==> config.mk <==
export PLATFORM = sky130hd
export DESIGN_NAME = kwm_front
export DESIGN_NICKNAME = d
export VERILOG_FILES = /design/src/rtl/kwm_pkg.sv /design/src/rtl/kwm_front.sv
export SDC_FILE = /design/constraint.sdc
export NUM_CORES = 1
export LEC_CHECK = 0
export ABC_AREA = 1
export BUFFER_PORTS_ARGS = -buffer_cell sky130_fd_sc_hd__buf_2
export CORE_UTILIZATION = 51
export CTS_CLUSTER_SIZE = 16
export DETAILED_ROUTE_END_ITERATION = 8
export HOLD_SLACK_MARGIN = 0.06
export PLACE_DENSITY_LB_ADDON = 0.1
export SETUP_SLACK_MARGIN = 0.05
export SYNTH_ARGS = -nofsm -noshare
export SYNTH_HDL_FRONTEND = slang
export SYNTH_SLANG_ARGS = --single-unit
==> constraint.sdc <==
create_clock -name clk_i -period 2.6 [get_ports clk_i]
set_input_delay 0.78 -clock clk_i [delete_from_list [all_inputs] [get_ports clk_i]]
set_output_delay 0.78 -clock clk_i [all_outputs]
set_load 0.05 [all_outputs]
==> src/rtl/kwm_pkg.sv <==
package kwm_pkg;

  localparam int LISTS       = 8;
  localparam int QUEUE_DEPTH = 64;

  localparam int LI_W   = $clog2(LISTS);
  localparam int PTR_W  = $clog2(QUEUE_DEPTH);
  localparam int FILL_W = $clog2(QUEUE_DEPTH + 1);
  localparam int ADDR_W = $clog2(LISTS * QUEUE_DEPTH);

  localparam logic [1:0] MODE_LOAD  = 2'd0;
  localparam logic [1:0] MODE_TAKE  = 2'd1;
  localparam logic [1:0] MODE_CLEAR = 2'd2;

  typedef enum logic [1:0] {
    ST_OK    = 2'd0,
    ST_EMPTY = 2'd1,
    ST_FULL  = 2'd2,
    ST_ORDER = 2'd3
  } status_e;

  typedef enum logic [2:0] {
    OP_NOP,
    OP_LOAD,
    OP_LOAD_BAD,
    OP_TAKE,
    OP_CLEAR
  } op_e;

  typedef struct packed {
    logic [1:0]         mode;
    logic [2:0]         list_index;
    logic signed [15:0] value;
  } in_t;

  typedef struct packed {
    logic signed [15:0] result_value;
    logic [1:0]         status;
    logic               drained;
  } out_t;

  typedef struct packed {
    op_e                op;
    logic [LI_W-1:0]    list;
    logic signed [15:0] value;
  } cmd_t;

  typedef struct packed {
    logic valid;
    cmd_t cmd;
  } cmd_req_t;

endpackage

==> src/rtl/kwm_front.sv <==
module kwm_front (
  input  logic            clk_i,
  input  logic            rst_ni,
  input  logic            start,
  output logic            busy,
  input  kwm_pkg::in_t    in_i,
  output kwm_pkg::cmd_req_t req_o,
  input  logic            ready_i
);
  import kwm_pkg::*;

  cmd_t       fifo_q [2];
  logic       wr_q, wr_d;
  logic       rd_q, rd_d;
  logic [1:0] cnt_q, cnt_d;
  logic       push, pop;
  cmd_t       cmd_in;

  always_comb begin
    cmd_in.list  = LI_W'(in_i.list_index);
    cmd_in.value = in_i.value;
    case (in_i.mode)
      MODE_LOAD: begin
        if (int'(in_i.list_index) < LISTS) begin
          cmd_in.op = OP_LOAD;
        end else begin
          cmd_in.op = OP_LOAD_BAD;
        end
      end
      MODE_TAKE:  cmd_in.op = OP_TAKE;
      MODE_CLEAR: cmd_in.op = OP_CLEAR;
      default:    cmd_in.op = OP_NOP;
    endcase
  end

  assign busy  = (cnt_q == 2'd2);
  assign push  = start && !busy;
  assign pop   = ready_i && (cnt_q != 2'd0);
  assign wr_d  = push ? ~wr_q : wr_q;
  assign rd_d  = pop ? ~rd_q : rd_q;

  always_comb begin
    cnt_d = cnt_q;
    if (push && !pop) begin
      cnt_d = cnt_q + 2'd1;
    end else if (pop && !push) begin
      cnt_d = cnt_q - 2'd1;
    end
  end

  assign req_o.valid = (cnt_q != 2'd0);
  assign req_o.cmd   = fifo_q[rd_q];

  always_ff @(posedge clk_i or negedge rst_ni) begin
    if (!rst_ni) begin
      wr_q  <= 1'b0;
      rd_q  <= 1'b0;
      cnt_q <= 2'd0;
    end else begin
      wr_q  <= wr_d;
      rd_q  <= rd_d;
      cnt_q <= cnt_d;
    end
  end

  always_ff @(posedge clk_i) begin
    if (push) begin
      fifo_q[wr_q] <= cmd_in;
    end
  end

endmodule

# Word level (Yosys, flattened, before mapping)
# Memories as Yosys holds them, arrays and structs flattened.
# Cells that the tools add are included.
# classes
n_eq_ne,3
reduce_logical,10
addsub,2
bitwise,2
n_mux,5
# ops
cell,count
3-bit one-hot mux with 3 select lines,1
2-bit == test (second input constant),2
1-bit logical AND,4
2-bit 2-to-1 mux,2
2-bit nonzero test,2
1-bit logical NOT,3
2-bit by 1-bit adder with 2-bit output (second input constant),1
2-bit by 1-bit == test with 1-bit output (second input constant),1
2-bit logical NOT,1
1-bit 2-to-1 mux,2
1-bit inverter,2
2-bit by 1-bit subtractor with 2-bit output (second input constant),1
# totals
register_bits,4
out_inout_bits,24
ramBits,44
input_bits,25
word_cells,26
n_memories,1
# memory_table
memory,depth,word_bits,read_ports,rd_clocked_by_memory_dff,write_ports,line_no,text
fifo_q,2,22,1,0,1,kwm_front.sv:12,cmd_t fifo_q [2];

# Logic depth before layout (Yosys ltp)
# depth
word_depth,7
mapped_depth,9
depth_no_buf,9

# Worst setup path after synthesis
# Ideal clock, no wire load.
# synth_timing
kind,input -> register
from,in start
to,mem fifo_q[1][0] (netlist bit) (enable)
arrival_ns,1.827
n_path_buf,0
stages,2
setup_slack_ns,0.373
t_required_ns,2.199
setup_time_ns,0.401
path_cell_list,o21ai_0 > nor2_1
# synth_between
elab_chain_len,3
# synth_lines
item,line_no,text
from (decl),kwm_front.sv:4,"input logic start,"
1-bit logical AND,kwm_front.sv:37,assign push = start && !busy;
1-bit 2-to-1 mux,kwm_front.sv:67,if (push) begin
1-bit 2-to-1 mux (implied by the code),kwm_front.sv:68,fifo_q[wr_q] <= cmd_in;
to (decl),kwm_front.sv:12,
# No other way between the ends.

==> impl_metrics.yaml <==
status:
  status: "finished, final reports clean"
cts:
  clock_sinks: 48
  clk_latency_ps: 360
  cts-hold-fix-buffers: 0
  cts-root-buf: "clkbuf_4"
  htree_levels: 2
  cts_resized: 0
  clk_pin_slew_ps: 120
  max-clock-path-buffers: 2
  cts_tree: "built"
  cts_inserted_buffers: 5
  postCtsSetupRepairBufs: 0
global_routing:
  grt_pass1_wl_mm: 5.00
  gr-total-overflow: 0
  first_global_vias: 1165
  track_usage_pct: 17.5
  grt_max_degree: 24
  antenna_found_initial: 0
routing:
  drtIter0Drc: 21
  final_antenna_net_count: 0
  wire_per_inst_um: 11.8
  vias: 1173
  via_per_inst: 4.64
  drtPass1Iterations: 4
  drc: 0
  wirelength_mm: 2.99
floorplanning:
  initial_utilization_pct: 54.2
  coreArea_sq_um: 3420
  chipHeight_um: 62.3
  core.rowCount: 21
  ios: 49
  die_w_um: 62.3
  dieArea_sq_um: 3880
final_layout:
  drive_above_1_share_pct: 30.4
  nets: 232
  layout_common_cells: "nand2_1, buf_2, edfxtp_1"
  final_common_cell: "nand2_1"
  n_antenna_cell: 0
  syn2layout_area_growth_pct: 19.1
sta:
  relSlewSlack_pct: 73.6
  worst_pin_slew_ps: 396
  final.setup.tns_ps: 0
  fmax_mhz: 436
  rsz0062_at_grt: "false"
  finalCritPeriodShare_pct: 88.2
  fin_ws_ps: 306
  hold_viol: 0
  clock_skew_ps: 14.9
  drv_slew: 0
  setup_viol_count_final: 0
  fin_crit_ps: 2290
placed_design:
  io_buffer_count: 48
  gp_congestion: 0.660
  dp_hpwl_mm: 2.01
  post-place-ws_ps: 680
worst_setup_path:
  crit_family: "buffers and inverters"
  worstSetupEndpointType: "output port"
  rr_worst_depth: 6
  cp-start-kind: "flip-flop"
  cp-startpoint: "rd_q"
  crit_type: "flip-flop to output port"
  path_cells: "inv_2, nand2_1, nand2_1, buf_2"
  required_ps: 1820
  cp.buffers_inverters: 2
  cp.depth: 4
  r2r_end: "fifo_q[0][11]"
  worstPathArrival_ps: 1510
  timing.rr.start: "cnt_q[1]"
  slowest_delay_ps: 400
  reg2reg_slack_ps: 1190
  endpoint: "req_o[11]"
  critPathMaxFanout: 23
  cp_slowest_cell: "dfrtp_1"
  cp_common_cell: "nand2_1"
yosys:
  synth-seq-area-share_pct: 76.8
  netlist_instances: 150
  yosysUniqueCellTypes: 15
  ys_ff_latch: 48
  syn_area_per_cell_sq_um: 12.3
  syn_nets: 176
  synth_area_sq_um: 1850
  ys_warn_count: 0
min_path:
  hold_path_class: "input port to asynchronous set/reset pin"
run:
  drv_cap: 0
==> metal layers <==
metal,track usage [%],wire [um],part of all wire (%)
met1,19.2,1200,40
met5,0,0,0
met3,5.88,141,4.7
met2,31.0,1600,54
met4,6.98,48,1.6
==> logic make-up after synthesis <==
family	count (synthesis)	synth area share (%)
xor gates and xnor gates	1	0.473
AOI/OAI and AO/OA	1	0.270
and+or+nand+nor	85	17.8
buffers and inverters	14	4.05
DFF	48	76.8
adders and majority gates	1	0.676
==> final cells by class <==
type | instances | area, sq um
Timing Repair Buffer | 53 | 278
Fill cell | 283 | 1210
Sequential cell | 48 | 1420
Multi-Input combinational cell | 88 | 358
Clock buffer | 6 | 41.3
Tap cell | 46 | 57.6
Clock inverter | 2 | 11.3
Inverter | 10 | 37.5
==> worst reg2reg max path: cells and delay by family (launching register included) <==
kind	cells	cell delay (ps)
and+or+nand+nor	3	300
buffers and inverters	3	440
DFF	1	390
==> state kept, by name, summed over array words and instances (netlist names) <==
signal,flops
fifo_q,44
wr_q,1
rd_q,1
cnt_q,2
==> through the flow <==
step	instance area (sq um)	instances	util (%)	hold slack, ps
3_3_place_gp	2150	245	63.0	454
6_report	2200	253	64.5	210
5_1_grt	2200	253	64.5	193
4_1_cts	2200	253	64.5	197
2_1_floorplan	1850	150	-	442
3_5_place_dp	2150	245	63.0	467
==> worst min-delay path by stage <==
| stage | startpoint | to | slack [ps] | depth (start not counted) |
|---|---|---|---|---|
| after floorplan | cnt_q[1] | cnt_q[1] | 440 | 2 |
| after global placement | cnt_q[1] | cnt_q[1] | 450 | 2 |
| after detailed placement | cnt_q[1] | cnt_q[1] | 470 | 2 |
| after CTS | rst_ni | cnt_q[1] | 200 | 1 |
| after global routing | rst_ni | cnt_q[1] | 190 | 1 |
| final | rst_ni | cnt_q[1] | 210 | 1 |
==> cell usage after synthesis, drive strengths merged <==
library cell	count	area share [%]
nand2	77	16
edfxtp	44	71
inv	10	2.0
nor2	5	1.1
buf	4	2.0
dfrtp	4	5.4
nand3	2	0.54
ha	1	0.68
nand4	1	0.34
o21ai	1	0.27
xnor2	1	0.47
Power is left out: the tool's default activity adds up to more than one toggle a clock period on the data nets, which glitch-free logic cannot reach.
